**config.mk**
```make
export PLATFORM = sky130hd
export DESIGN_NAME = antialiased_circle_rasterizer_core
export DESIGN_NICKNAME = d
export VERILOG_FILES = /design/src/hw/rtl/acr_pkg.sv /design/src/hw/rtl/antialiased_circle_rasterizer_core.sv /design/src/hw/rtl/acr_ctrl.sv /design/src/hw/rtl/acr_datapath.sv
export VERILOG_INCLUDE_DIRS = /design/src /design/src/hw/rtl
export SDC_FILE = /design/constraint.sdc
export NUM_CORES = 2
export LEC_CHECK = 0
export ABC_AREA = 1
export BUFFER_PORTS_ARGS = -buffer_cell sky130_fd_sc_hd__buf_4
export CAP_MARGIN = 5
export CORE_MARGIN = 5
export CORE_UTILIZATION = 28
export DETAILED_ROUTE_END_ITERATION = 6
export PLACE_DENSITY = 0.48
export SYNTH_ARGS = -nofsm -noshare
export SYNTH_HDL_FRONTEND = slang
export SYNTH_SLANG_ARGS = --single-unit
```
**constraint.sdc**
```tcl
create_clock -name clock -period 9.3 [get_ports clock]
set_input_delay 0.465 -clock clock [delete_from_list [all_inputs] [get_ports clock]]
set_output_delay 0.465 -clock clock [all_outputs]
set_load 0.05 [all_outputs]
```
**src/hw/rtl/antialiased_circle_rasterizer_core_macros.svh**
```systemverilog
// Assertion macros for the antialiased circle rasterizer core.
// No dependencies; included by the top level, which carries the concurrent checks.
`ifndef ANTIALIASED_CIRCLE_RASTERIZER_CORE_MACROS_SVH
`define ANTIALIASED_CIRCLE_RASTERIZER_CORE_MACROS_SVH

`ifndef SYNTH
// Check an implication or a plain property on the rising clock edge
`define ACR_ASSERT(lbl, clk, rst, prop) \
   lbl: assert property (@(posedge clk) disable iff (rst) (prop)) \
      else $error("acr assertion failed");
// Check that an expression is never true on the rising clock edge
`define ACR_ASSERT_NEVER(lbl, clk, rst, expr) \
   lbl: assert property (@(posedge clk) disable iff (rst) !(expr)) \
      else $error("acr forbidden condition seen");
`else
`define ACR_ASSERT(lbl, clk, rst, prop)
`define ACR_ASSERT_NEVER(lbl, clk, rst, expr)
`endif

`endif

```
**src/hw/rtl/acr_pkg.sv**
```systemverilog
// Shared types and constants of the antialiased circle rasterizer core.
// No dependencies; imported by the controller, datapath and top level.
package acr_pkg;

   // Default coordinate width and fixed field widths
   localparam int COORD_BITS_DEF = 12;
   localparam int FIELD_BITS     = 12;
   localparam int PIX_BITS       = 15;
   localparam int DEC_BITS       = 20;

   // One advance step emits sixteen points
   localparam int POINTS         = 16;
   localparam int POINT_IDX_BITS = 4;

   // Action codes of an input item
   localparam logic ACT_START   = 1'b0;
   localparam logic ACT_ADVANCE = 1'b1;

   // Decision-variable constants of the Bresenham circle walk
   localparam logic signed [DEC_BITS-1:0] DEC_THREE = DEC_BITS'(3);
   localparam logic signed [DEC_BITS-1:0] DEC_SIX   = DEC_BITS'(6);
   localparam logic signed [DEC_BITS-1:0] DEC_TEN   = DEC_BITS'(10);

   typedef enum logic [2:0] {
      ST_IDLE,
      ST_SQUARE,
      ST_ROOT,
      ST_ROUND,
      ST_REPLY,
      ST_EMIT
   } ctl_state_type;

   // Commands from controller to datapath
   typedef struct packed {
      logic                      capture;
      logic                      root_init;
      logic                      root_step;
      logic                      root_round;
      logic                      load_reply;
      logic                      load_point;
      logic [POINT_IDX_BITS-1:0] point_idx;
   } ctl_cmd_type;

   // Status from datapath to controller
   typedef struct packed {
      logic walking;
      logic root_busy;
   } dp_status_type;

endpackage

```
**src/hw/rtl/antialiased_circle_rasterizer_core.sv**
```systemverilog
// Top level of the antialiased circle rasterizer core.
// Depends on acr_pkg, acr_ctrl, acr_datapath and the assertion macro header.
//
// Usage: an input transfer on req_* carries an action and, for a start,
// a centre and a rim point. Results leave on rsp_* one per transfer.
// A start computes the radius as the rounded square root of the squared
// centre-to-rim distance with a digit-serial root unit, one digit per
// cycle (COORD_BITS+1 digits), and then loads its one point-free result.
// An advance with steps left emits sixteen points, one per cycle while
// the output register is free; an advance with no steps left gives one
// point-free result. One item is in work at a time: req_stall stays high
// from the transfer until the last result of that item is loaded into
// the output register. The output register holds its result while
// rsp_stall is high; the block then waits and neither drops nor repeats
// a result.
// Reset (synchronous, active high) empties the output register and leaves
// the walk ended, so an advance right after reset gets a point-free reply.
`include "antialiased_circle_rasterizer_core_macros.svh"
module antialiased_circle_rasterizer_core #(
   parameter int COORD_BITS = acr_pkg::COORD_BITS_DEF
) (
   input  logic                                 clock,
   input  logic                                 reset,
   input  logic                                 req_valid,
   output logic                                 req_stall,
   input  logic                                 req_action,
   input  logic [acr_pkg::FIELD_BITS-1:0]       req_centre_x,
   input  logic [acr_pkg::FIELD_BITS-1:0]       req_centre_y,
   input  logic [acr_pkg::FIELD_BITS-1:0]       req_rim_x,
   input  logic [acr_pkg::FIELD_BITS-1:0]       req_rim_y,
   output logic                                 rsp_valid,
   input  logic                                 rsp_stall,
   output logic signed [acr_pkg::PIX_BITS-1:0]  rsp_pixel_x,
   output logic signed [acr_pkg::PIX_BITS-1:0]  rsp_pixel_y,
   output logic                                 rsp_shade,
   output logic                                 rsp_pixel_valid,
   output logic                                 rsp_last_of_step,
   output logic                                 rsp_circle_done
);
   import acr_pkg::*;

   ctl_cmd_type   cmd;
   dp_status_type status;

   // Sequence the work of one item
   acr_ctrl #(
      .COORD_BITS (COORD_BITS)
   ) u_ctrl (
      .clock      (clock),
      .reset      (reset),
      .req_valid  (req_valid),
      .req_action (req_action),
      .req_stall  (req_stall),
      .rsp_valid  (rsp_valid),
      .rsp_stall  (rsp_stall),
      .cmd        (cmd),
      .status     (status)
   );

   // Radius, walk and point arithmetic
   acr_datapath #(
      .COORD_BITS (COORD_BITS)
   ) u_datapath (
      .clock            (clock),
      .reset            (reset),
      .cmd              (cmd),
      .status           (status),
      .req_centre_x     (req_centre_x),
      .req_centre_y     (req_centre_y),
      .req_rim_x        (req_rim_x),
      .req_rim_y        (req_rim_y),
      .rsp_pixel_x      (rsp_pixel_x),
      .rsp_pixel_y      (rsp_pixel_y),
      .rsp_shade        (rsp_shade),
      .rsp_pixel_valid  (rsp_pixel_valid),
      .rsp_last_of_step (rsp_last_of_step),
      .rsp_circle_done  (rsp_circle_done)
   );

   // A point-free result always closes its item
   `ACR_ASSERT(a_reply_is_last, clock, reset, (rsp_valid && !rsp_pixel_valid) |-> rsp_last_of_step)
   // A dark point never closes a step
   `ACR_ASSERT_NEVER(a_dark_not_last, clock, reset, rsp_valid && rsp_pixel_valid && !rsp_shade && rsp_last_of_step)
   // Accepting an item makes the block busy on the next cycle
   `ACR_ASSERT(a_busy_after_accept, clock, reset, (req_valid && !req_stall) |=> req_stall)
   // The root unit only runs while the block is busy
   `ACR_ASSERT_NEVER(a_root_idle, clock, reset, status.root_busy && !req_stall)

endmodule

```
**src/hw/rtl/acr_ctrl.sv**
```systemverilog
// Controller state machine of the antialiased circle rasterizer core.
// Depends on acr_pkg; drives the datapath commands and the result valid.
module acr_ctrl #(
   parameter int COORD_BITS = acr_pkg::COORD_BITS_DEF
) (
   input  logic                  clock,
   input  logic                  reset,
   input  logic                  req_valid,
   input  logic                  req_action,
   output logic                  req_stall,
   output logic                  rsp_valid,
   input  logic                  rsp_stall,
   output acr_pkg::ctl_cmd_type  cmd,
   input  acr_pkg::dp_status_type status
);
   import acr_pkg::*;

   localparam int CNT_BITS = $clog2(COORD_BITS + 1);

   ctl_state_type             state_ff, state_in;
   logic [CNT_BITS-1:0]       cnt_ff, cnt_in;
   logic [POINT_IDX_BITS-1:0] pt_ff, pt_in;
   logic                      rsp_valid_ff, rsp_valid_in;
   logic                      out_free;

   // Output register can take a new result this cycle
   assign out_free  = !rsp_valid_ff || !rsp_stall;
   assign rsp_valid = rsp_valid_ff;

   // Hold state, iteration count, point index and result valid
   always_ff @(posedge clock) begin
      if (reset) begin
         state_ff     <= ST_IDLE;
         cnt_ff       <= '0;
         pt_ff        <= '0;
         rsp_valid_ff <= 1'b0;
      end else begin
         state_ff     <= state_in;
         cnt_ff       <= cnt_in;
         pt_ff        <= pt_in;
         rsp_valid_ff <= rsp_valid_in;
      end
   end

   // Next state and commands
   always_comb begin
      state_in       = state_ff;
      cnt_in         = cnt_ff;
      pt_in          = pt_ff;
      req_stall      = 1'b1;
      cmd            = '0;
      cmd.point_idx  = pt_ff;
      // drop valid once the result is taken
      rsp_valid_in   = rsp_valid_ff && rsp_stall;

      unique case (state_ff)
         ST_IDLE: begin
            req_stall = 1'b0;
            if (req_valid) begin
               if (req_action == ACT_START) begin
                  cmd.capture = 1'b1;
                  state_in    = ST_SQUARE;
               end else if (status.walking) begin
                  pt_in    = '0;
                  state_in = ST_EMIT;
               end else begin
                  state_in = ST_REPLY;
               end
            end
         end
         ST_SQUARE: begin
            cmd.root_init = 1'b1;
            cnt_in        = '0;
            state_in      = ST_ROOT;
         end
         ST_ROOT: begin
            cmd.root_step = 1'b1;
            cnt_in        = cnt_ff + 1'b1;
            if (cnt_ff == CNT_BITS'(COORD_BITS)) begin
               state_in = ST_ROUND;
            end
         end
         ST_ROUND: begin
            cmd.root_round = 1'b1;
            state_in       = ST_REPLY;
         end
         ST_REPLY: begin
            if (out_free) begin
               cmd.load_reply = 1'b1;
               rsp_valid_in   = 1'b1;
               state_in       = ST_IDLE;
            end
         end
         ST_EMIT: begin
            if (out_free) begin
               cmd.load_point = 1'b1;
               rsp_valid_in   = 1'b1;
               pt_in          = pt_ff + 1'b1;
               if (pt_ff == POINT_IDX_BITS'(POINTS - 1)) begin
                  state_in = ST_IDLE;
               end
            end
         end
         default: begin
            state_in = ST_IDLE;
         end
      endcase
   end

endmodule

```
**src/hw/rtl/acr_datapath.sv**
```systemverilog
// Datapath of the antialiased circle rasterizer core: radius root unit,
// octant walk registers, point generator and result registers. Uses acr_pkg.
module acr_datapath #(
   parameter int COORD_BITS = acr_pkg::COORD_BITS_DEF
) (
   input  logic                                 clock,
   input  logic                                 reset,
   input  acr_pkg::ctl_cmd_type                 cmd,
   output acr_pkg::dp_status_type               status,
   input  logic [acr_pkg::FIELD_BITS-1:0]       req_centre_x,
   input  logic [acr_pkg::FIELD_BITS-1:0]       req_centre_y,
   input  logic [acr_pkg::FIELD_BITS-1:0]       req_rim_x,
   input  logic [acr_pkg::FIELD_BITS-1:0]       req_rim_y,
   output logic signed [acr_pkg::PIX_BITS-1:0]  rsp_pixel_x,
   output logic signed [acr_pkg::PIX_BITS-1:0]  rsp_pixel_y,
   output logic                                 rsp_shade,
   output logic                                 rsp_pixel_valid,
   output logic                                 rsp_last_of_step,
   output logic                                 rsp_circle_done
);
   import acr_pkg::*;

   localparam int CB = COORD_BITS;
   localparam int SQ = 2 * COORD_BITS + 2;

   // Held centre and difference vector
   logic [CB-1:0]        cx_ff, cx_in, cy_ff, cy_in;
   logic signed [CB:0]   dx_ff, dx_in, dy_ff, dy_in;
   // Root unit
   logic [SQ-1:0]        rem_ff, rem_in, res_ff, res_in, bit_ff, bit_in;
   logic signed [SQ-1:0] dx_sq, dy_sq;
   logic [SQ:0]          trial;
   logic                 trial_fits;
   logic [SQ-1:0]        res_round;
   logic [CB:0]          radius;
   logic signed [DEC_BITS-1:0] radius_dec;
   // Walk state
   logic                 walking_ff, walking_in;
   logic [CB:0]          x_ff, x_in, y_ff, y_in, x_nx, y_nx;
   logic signed [DEC_BITS-1:0] d_ff, d_in, xs, ys, d_nx;
   logic                 d_neg, walking_nx;
   // Point generator
   logic                 pt_shade, pt_last;
   logic [2:0]           pt_sel;
   logic [CB+1:0]        ly;
   logic signed [PIX_BITS-1:0] pa, pb, ox, oy, px, py;
   // Result registers
   logic signed [PIX_BITS-1:0] pix_x_ff, pix_x_in, pix_y_ff, pix_y_in;
   logic                 shade_ff, shade_in, pv_ff, pv_in, last_ff, last_in;
   logic                 done_ff, done_in;

   assign status.walking   = walking_ff;
   assign status.root_busy = (bit_ff != '0);

   // Squares of the centre-to-rim vector; the root init loads their sum
   assign dx_sq = dx_ff * dx_ff;
   assign dy_sq = dy_ff * dy_ff;

   // One root digit per cycle
   assign trial      = {1'b0, res_ff} + {1'b0, bit_ff};
   assign trial_fits = ({1'b0, rem_ff} >= trial);

   // Round to nearest: bump when the remainder exceeds the root
   assign res_round  = (rem_ff > res_ff) ? res_ff + 1'b1 : res_ff;
   assign radius     = res_round[CB:0];
   assign radius_dec = signed'(DEC_BITS'(radius));

   // Bresenham circle step update
   assign xs         = signed'(DEC_BITS'(x_ff));
   assign ys         = signed'(DEC_BITS'(y_ff));
   assign d_neg      = d_ff[DEC_BITS-1];
   assign d_nx       = d_neg ? d_ff + (xs <<< 2) + DEC_SIX
                             : d_ff + ((xs - ys) <<< 2) + DEC_TEN;
   assign x_nx       = x_ff + 1'b1;
   assign y_nx       = d_neg ? y_ff : y_ff - 1'b1;
   assign walking_nx = (x_nx < y_nx);

   // Point selection: dark point, then light neighbor, in 8-way symmetry
   assign pt_shade = cmd.point_idx[POINT_IDX_BITS-1];
   assign pt_sel   = cmd.point_idx[2:0];
   assign pt_last  = (cmd.point_idx == POINT_IDX_BITS'(POINTS - 1));
   assign ly       = d_neg ? {1'b0, y_ff} + 1'b1 : {1'b0, y_ff} - 1'b1;
   assign pa       = signed'(PIX_BITS'(x_ff));
   assign pb       = pt_shade ? signed'(PIX_BITS'(ly)) : signed'(PIX_BITS'(y_ff));

   always_comb begin
      unique case (pt_sel)
         3'd0: begin ox = pa;  oy = pb;  end
         3'd1: begin ox = pb;  oy = pa;  end
         3'd2: begin ox = pb;  oy = -pa; end
         3'd3: begin ox = pa;  oy = -pb; end
         3'd4: begin ox = -pa; oy = -pb; end
         3'd5: begin ox = -pb; oy = -pa; end
         3'd6: begin ox = -pb; oy = pa;  end
         default: begin ox = -pa; oy = pb; end
      endcase
   end

   assign px = signed'(PIX_BITS'(cx_ff)) + ox;
   assign py = signed'(PIX_BITS'(cy_ff)) + oy;

   // Next values of the datapath registers
   always_comb begin
      cx_in      = cx_ff;
      cy_in      = cy_ff;
      dx_in      = dx_ff;
      dy_in      = dy_ff;
      rem_in     = rem_ff;
      res_in     = res_ff;
      bit_in     = bit_ff;
      walking_in = walking_ff;
      x_in       = x_ff;
      y_in       = y_ff;
      d_in       = d_ff;
      pix_x_in   = pix_x_ff;
      pix_y_in   = pix_y_ff;
      shade_in   = shade_ff;
      pv_in      = pv_ff;
      last_in    = last_ff;
      done_in    = done_ff;

      // latch centre and difference vector on a start
      if (cmd.capture) begin
         cx_in = CB'(req_centre_x);
         cy_in = CB'(req_centre_y);
         dx_in = signed'({1'b0, CB'(req_centre_x)} - {1'b0, CB'(req_rim_x)});
         dy_in = signed'({1'b0, CB'(req_centre_y)} - {1'b0, CB'(req_rim_y)});
      end

      // load squared distance and clear the root
      if (cmd.root_init) begin
         rem_in = $unsigned(dx_sq) + $unsigned(dy_sq);
         res_in = '0;
         bit_in = SQ'(1) << (SQ - 2);
      end

      // advance the root by one digit
      if (cmd.root_step) begin
         bit_in = bit_ff >> 2;
         if (trial_fits) begin
            rem_in = rem_ff - trial[SQ-1:0];
            res_in = (res_ff >> 1) + bit_ff;
         end else begin
            res_in = res_ff >> 1;
         end
      end

      // restart the octant walk from the rounded radius
      if (cmd.root_round) begin
         x_in       = '0;
         y_in       = radius;
         d_in       = DEC_THREE - (radius_dec <<< 1);
         walking_in = (radius != '0);
      end

      // point-free reply for a start or an exhausted walk
      if (cmd.load_reply) begin
         pix_x_in = '0;
         pix_y_in = '0;
         shade_in = 1'b0;
         pv_in    = 1'b0;
         last_in  = 1'b1;
         done_in  = !walking_ff;
      end

      // one plotted point; step the walk with the last one
      if (cmd.load_point) begin
         pix_x_in = px;
         pix_y_in = py;
         shade_in = pt_shade;
         pv_in    = 1'b1;
         last_in  = pt_last;
         done_in  = !walking_nx;
         if (pt_last) begin
            x_in       = x_nx;
            y_in       = y_nx;
            d_in       = d_nx;
            walking_in = walking_nx;
         end
      end
   end

   // Walk state, held centre and root bit position reset; the rest is payload
   always_ff @(posedge clock) begin
      if (reset) begin
         walking_ff <= 1'b0;
         x_ff       <= '0;
         y_ff       <= '0;
         d_ff       <= '0;
         cx_ff      <= '0;
         cy_ff      <= '0;
         bit_ff     <= '0;
      end else begin
         walking_ff <= walking_in;
         x_ff       <= x_in;
         y_ff       <= y_in;
         d_ff       <= d_in;
         cx_ff      <= cx_in;
         cy_ff      <= cy_in;
         bit_ff     <= bit_in;
      end
   end

   always_ff @(posedge clock) begin
      dx_ff    <= dx_in;
      dy_ff    <= dy_in;
      rem_ff   <= rem_in;
      res_ff   <= res_in;
      pix_x_ff <= pix_x_in;
      pix_y_ff <= pix_y_in;
      shade_ff <= shade_in;
      pv_ff    <= pv_in;
      last_ff  <= last_in;
      done_ff  <= done_in;
   end

   assign rsp_pixel_x      = pix_x_ff;
   assign rsp_pixel_y      = pix_y_ff;
   assign rsp_shade        = shade_ff;
   assign rsp_pixel_valid  = pv_ff;
   assign rsp_last_of_step = last_ff;
   assign rsp_circle_done  = done_ff;

endmodule
```
==> results.md <==
- Across every metal layer, demand over resource in global routing totals between 10% and 20%.
- The die covers between 100000 and 150000 um^2.
- At the worst endpoint, the arrival time is roughly 8000 ps.
- Summing the areas of all compound-gate instances in the mapped netlist gives between 10% and 20% of the synthesized area.
- Synthesis inferred between 200 and 250 register bits.
- In this run the tightest slew margin relative to its limit is 28.8%.
- The number of enable flip-flop cells after synthesis is 85.
- In the synthesized netlist, mux cells make up less than 1% of the area.
- Hold repair after CTS inserted 0 buffers.
- After detailed routing, the average wire length per cell comes to between 15 and 20 um.
- The first global-routing pass estimated between 150 and 200 mm of wire.
- TritonCTS built the clock tree.
- The number of maximum-capacitance violations is 0.
- The maximum level of the CTS H-tree is 1.
- The clock net sink count is between 200 and 250.
- The number of nets in the synthesized netlist is 4946.
- At the end of routability-driven placement, the weighted congestion stood at between 0.8 and 0.9.
- Summing all multi-input logic gate instances after layout gives ~23000 um^2.
- The master cell of the clock root buffer is sky130_fd_sc_hd__clkbuf_16.
- The floorplan step defined a core boundary enclosing 112000 um^2.
- The net count of the finished layout is roughly 5000.
- The post-CTS setup-driven buffer insertion count is 0.
- The number of fill cells is approximately 12000.
- The worst setup skew after layout is ~32 ps.
- The final-report max-slew violation count is 0.
- Summing the areas of all and, or, nand and nor instances in the mapped netlist gives roughly 19% of the synthesized area.
- The share of final-layout standard cells stronger than drive strength 1 is 5.80%.
- At the worst endpoint, the required time is 9730 ps.
- After synthesis, the netlist uses 67 different library cells.
- The area of all sequential standard cells is roughly 5000 um^2.
- Setup repair after global routing left no endpoint under its margin.
- In this run, the number of DRC markers left after iteration 0 of detailed routing was 1601.
- In the finished design, the share of the clock period the worst path needs comes to between 80% and 90%.
- The repair_antennas step left the layout with diodes totalling 0.
- The count of final hold-check violations is 0.
- During synthesis, Yosys emitted a total of 0 warnings.
- The remaining global-route overflow is 0.
- After layout, the worst setup slack is around 1800 ps.
- The final design area excluding fillers is roughly 35000 um^2.
- STA classifies the critical path endpoint as a register.
- The length of the first detailed-routing pass in iterations is 5.
- At the placement stage, the worst setup path has a slack of 1780 ps.
- The kind of critical path is register to register.
- The total placed instance area is approximately 34000 um^2.
- Clock-pin slew was measured on the worst setup and hold paths at 60 ps.
- TritonCTS created 30 clock buffers.
- The count of nets left with antenna violations once routing finished came out at 0.
- After synthesis, the share of flip-flops with an asynchronous set or reset is 0%.
- The floorplan step set the die height to 346 um.
- Setup total negative slack on the finished layout was measured at 0 ps.
- The overall routed net length is around 98 mm.
- The synthesis-to-layout area growth is 10.3%.
- The kind of start point of the critical path is a register.
- The per-instance average area after synthesis is around 7.5 um^2.
- The flow ran to the end, and the final reports show no timing, DRC or antenna violations.
- Post-CTS repair changed the size of 0 cells.
- In the routed layout, each cell is associated on average with a via count of between 4 and 5.
- Measured along the x axis, the die boundary spans around 350 um.
- The top-level port count is 89.
- The xor/xnor share of the synthesized area is around 5%.
- The DRC violations left is 0.
- At the later pin of the worst-skew pair, clock insertion delay measures slightly above 600 ps.
- The main combinational cell family by area after synthesis is adder cells.
- In this run the worst path has a maximum fanout of 17.
- Buffers placed on the I/O ports in this run total 88.
- The total vias in the final route is around 27000.
- Counting I/O delays and the setup requirement, the final critical path takes ~7500 ps.
- The final core utilization is between 30% and 40%.
- The number of rows in the core area is 123.
- The initial core utilization is ~28%.
- At the pin with the least slew margin, the transition time is roughly 1100 ps.
- The number of antenna violations at the first check in global routing came to 0.
- The number of buffers between clock root and the deepest sink is 3.
- The most used flip-flop cell after synthesis is sky130_fd_sc_hd__dfxtp_1.
- Entering global routing, the biggest net connects between 60 and 70 pins.
- The detailed placer's ending HPWL is around 81 mm.
- The proportion of synthesized chip area in sequential cells is between 10% and 20%.
- Summing the areas of all fa, ha and maj instances in the mapped netlist gives between 30% and 40% of the synthesized area.
- The path type of the worst min-delay path is input port to register.
- The via count of the first global-routing pass is about 27000.
- The synthesized cell area is between 30000 and 40000 um^2.
- Setup violations remaining at the end of the flow were counted as 0.
- The achievable clock frequency is approximately 130 MHz.
- The cell count after synthesis came out at roughly 4200.
-- Yosys cell counts, types with 5 or more instances --
cell type / count / area (um^2)
sky130_fd_sc_hd__nor2_1: 279 / 1050
sky130_fd_sc_hd__nor2_2: 8 / 50.1
sky130_fd_sc_hd__dfxtp_1: 122 / 2440
sky130_fd_sc_hd__buf_6: 7 / 78.8
sky130_fd_sc_hd__a22oi_1: 6 / 45.0
sky130_fd_sc_hd__clkbuf_1: 81 / 304
sky130_fd_sc_hd__o211ai_1: 15 / 113
sky130_fd_sc_hd__nand4_1: 29 / 181
sky130_fd_sc_hd__or2_2: 11 / 68.8
sky130_fd_sc_hd__inv_2: 10 / 37.5
sky130_fd_sc_hd__a31oi_1: 31 / 194
sky130_fd_sc_hd__o21a_1: 16 / 120
sky130_fd_sc_hd__clkinv_1: 6 / 22.5
sky130_fd_sc_hd__nand2_1: 828 / 3110
sky130_fd_sc_hd__a21o_1: 15 / 113
sky130_fd_sc_hd__xnor2_1: 62 / 543
sky130_fd_sc_hd__ha_1: 351 / 4390
sky130_fd_sc_hd__a21oi_2: 7 / 61.3
sky130_fd_sc_hd__xor2_1: 117 / 1020
sky130_fd_sc_hd__o221ai_1: 11 / 96.3
sky130_fd_sc_hd__nand3_1: 170 / 851
sky130_fd_sc_hd__inv_1: 884 / 3320
sky130_fd_sc_hd__nor3_1: 48 / 240
sky130_fd_sc_hd__o2111ai_1: 15 / 131
sky130_fd_sc_hd__o21ai_0: 193 / 966
sky130_fd_sc_hd__nor4_1: 8 / 50.1
sky130_fd_sc_hd__edfxtp_1: 85 / 2550
sky130_fd_sc_hd__o21bai_1: 15 / 113
sky130_fd_sc_hd__a31o_2: 5 / 43.8
sky130_fd_sc_hd__o21ai_1: 13 / 65.1
sky130_fd_sc_hd__buf_2: 10 / 50.1
sky130_fd_sc_hd__a211oi_1: 13 / 97.6
sky130_fd_sc_hd__fa_1: 345 / 6910
sky130_fd_sc_hd__a221oi_1: 10 / 87.6
sky130_fd_sc_hd__o21ai_2: 12 / 105
sky130_fd_sc_hd__nand2_2: 5 / 31.3
sky130_fd_sc_hd__a21oi_1: 293 / 1470
-- critical path, stage by stage (launching register included) --
cell and delay, ps:
sky130_fd_sc_hd__edfxtp_1 690, sky130_fd_sc_hd__nand2_1 440, sky130_fd_sc_hd__inv_1 600, sky130_fd_sc_hd__fa_1 520
sky130_fd_sc_hd__inv_1 80, sky130_fd_sc_hd__fa_1 430, sky130_fd_sc_hd__fa_1 480, sky130_fd_sc_hd__fa_1 490
sky130_fd_sc_hd__inv_1 60, sky130_fd_sc_hd__fa_1 540, sky130_fd_sc_hd__fa_1 550, sky130_fd_sc_hd__inv_1 50
sky130_fd_sc_hd__fa_1 540, sky130_fd_sc_hd__inv_1 50, sky130_fd_sc_hd__ha_1 360, sky130_fd_sc_hd__nand2_1 120
sky130_fd_sc_hd__nor4_1 410, sky130_fd_sc_hd__nand4_1 160, sky130_fd_sc_hd__nand3_1 170, sky130_fd_sc_hd__nand2_1 70
sky130_fd_sc_hd__inv_1 70, sky130_fd_sc_hd__nor2_1 40, sky130_fd_sc_hd__nor2_1 90, sky130_fd_sc_hd__nor2_1 60
sky130_fd_sc_hd__xor2_1 140, sky130_fd_sc_hd__nand2_1 80, sky130_fd_sc_hd__a31oi_1 70
-- area by class of cell --
class | instances | share of cell area (%)
clock inverter | 21 | 0.627
clock buffer | 35 | 2.23
tap | 1500 | 5.37
inverter | 901 | 9.69
multi-input combinational | 2986 | 65.4
timing repair buffer | 111 | 2.39
sequential | 207 | 14.3
-- kinds of logic after synthesis --
| group | Yosys count |
|---|---|
| simple gates | 1413 |
| flops | 207 |
| xor+xnor | 179 |
| fa+ha+maj | 696 |
| buf+inv | 1004 |
| compound gates | 696 |
| mux | 1 |
| other cells | 1 |
-- layout by cell type (no fill, tap or decap), drive strengths merged, types with 31 or more instances in the layout --
cell    synthesis  final
a31oi          31     31
dfxtp         122    122
a21oi         303    303
inv           895    896
edfxtp         85     85
clkbuf         81     35
nand2         836    836
ha            351    351
fa            345    345
xnor2          62     62
o21ai         218    218
nand3         174    174
buf            22    111
nor3           52     52
nor2          289    289
xor2          117    117
-- path summary, 6_finish.rpt --
kind,from,end,slack [ps],cells after the start
hold / removal,req_centre_x[9],u_datapath.cx_ff[9]$_SDFFE_PP0P_,100,3
setup reg to reg,u_datapath.dy_ff[12]$_DFFE_PP_,u_datapath.rem_ff[25]$_DFF_P_,1770,26
hold reg to reg,u_datapath.bit_ff[6]$_SDFFE_PP0P_,u_datapath.bit_ff[4]$_SDFFE_PP0P_,500,2
setup / recovery,u_datapath.dy_ff[12]$_DFFE_PP_,u_datapath.rem_ff[25]$_DFF_P_,1770,26
-- state kept, by name, indices dropped and copies added, names as in the netlist, 15 cells and up --
register,count
u_datapath.rem_ff,26
u_datapath.res_ff,26
u_datapath.rsp_pixel_x,15
u_datapath.rsp_pixel_y,15
u_datapath.d_ff,19
-- layer usage --
| layer | global-route usage (%) | share of wire (%) |
|---|---|---|
| met1 | 22.1 | 47 |
| met4 | 3.43 | 2.4 |
| met5 | 0 | 0 |
| met2 | 26.9 | 46 |
| met3 | 2.09 | 4.4 |
-- stage by stage --
stage	hold WS, ps	instances
2_1_floorplan	463	4197
3_3_place_gp	484	5705
3_5_place_dp	494	5705
4_1_cts	72.8	5761
5_1_grt	107	5761
6_report	104	5761
Power is not shown: default switching activity piles up to over one toggle a cycle in this logic, so the estimate is an artifact.
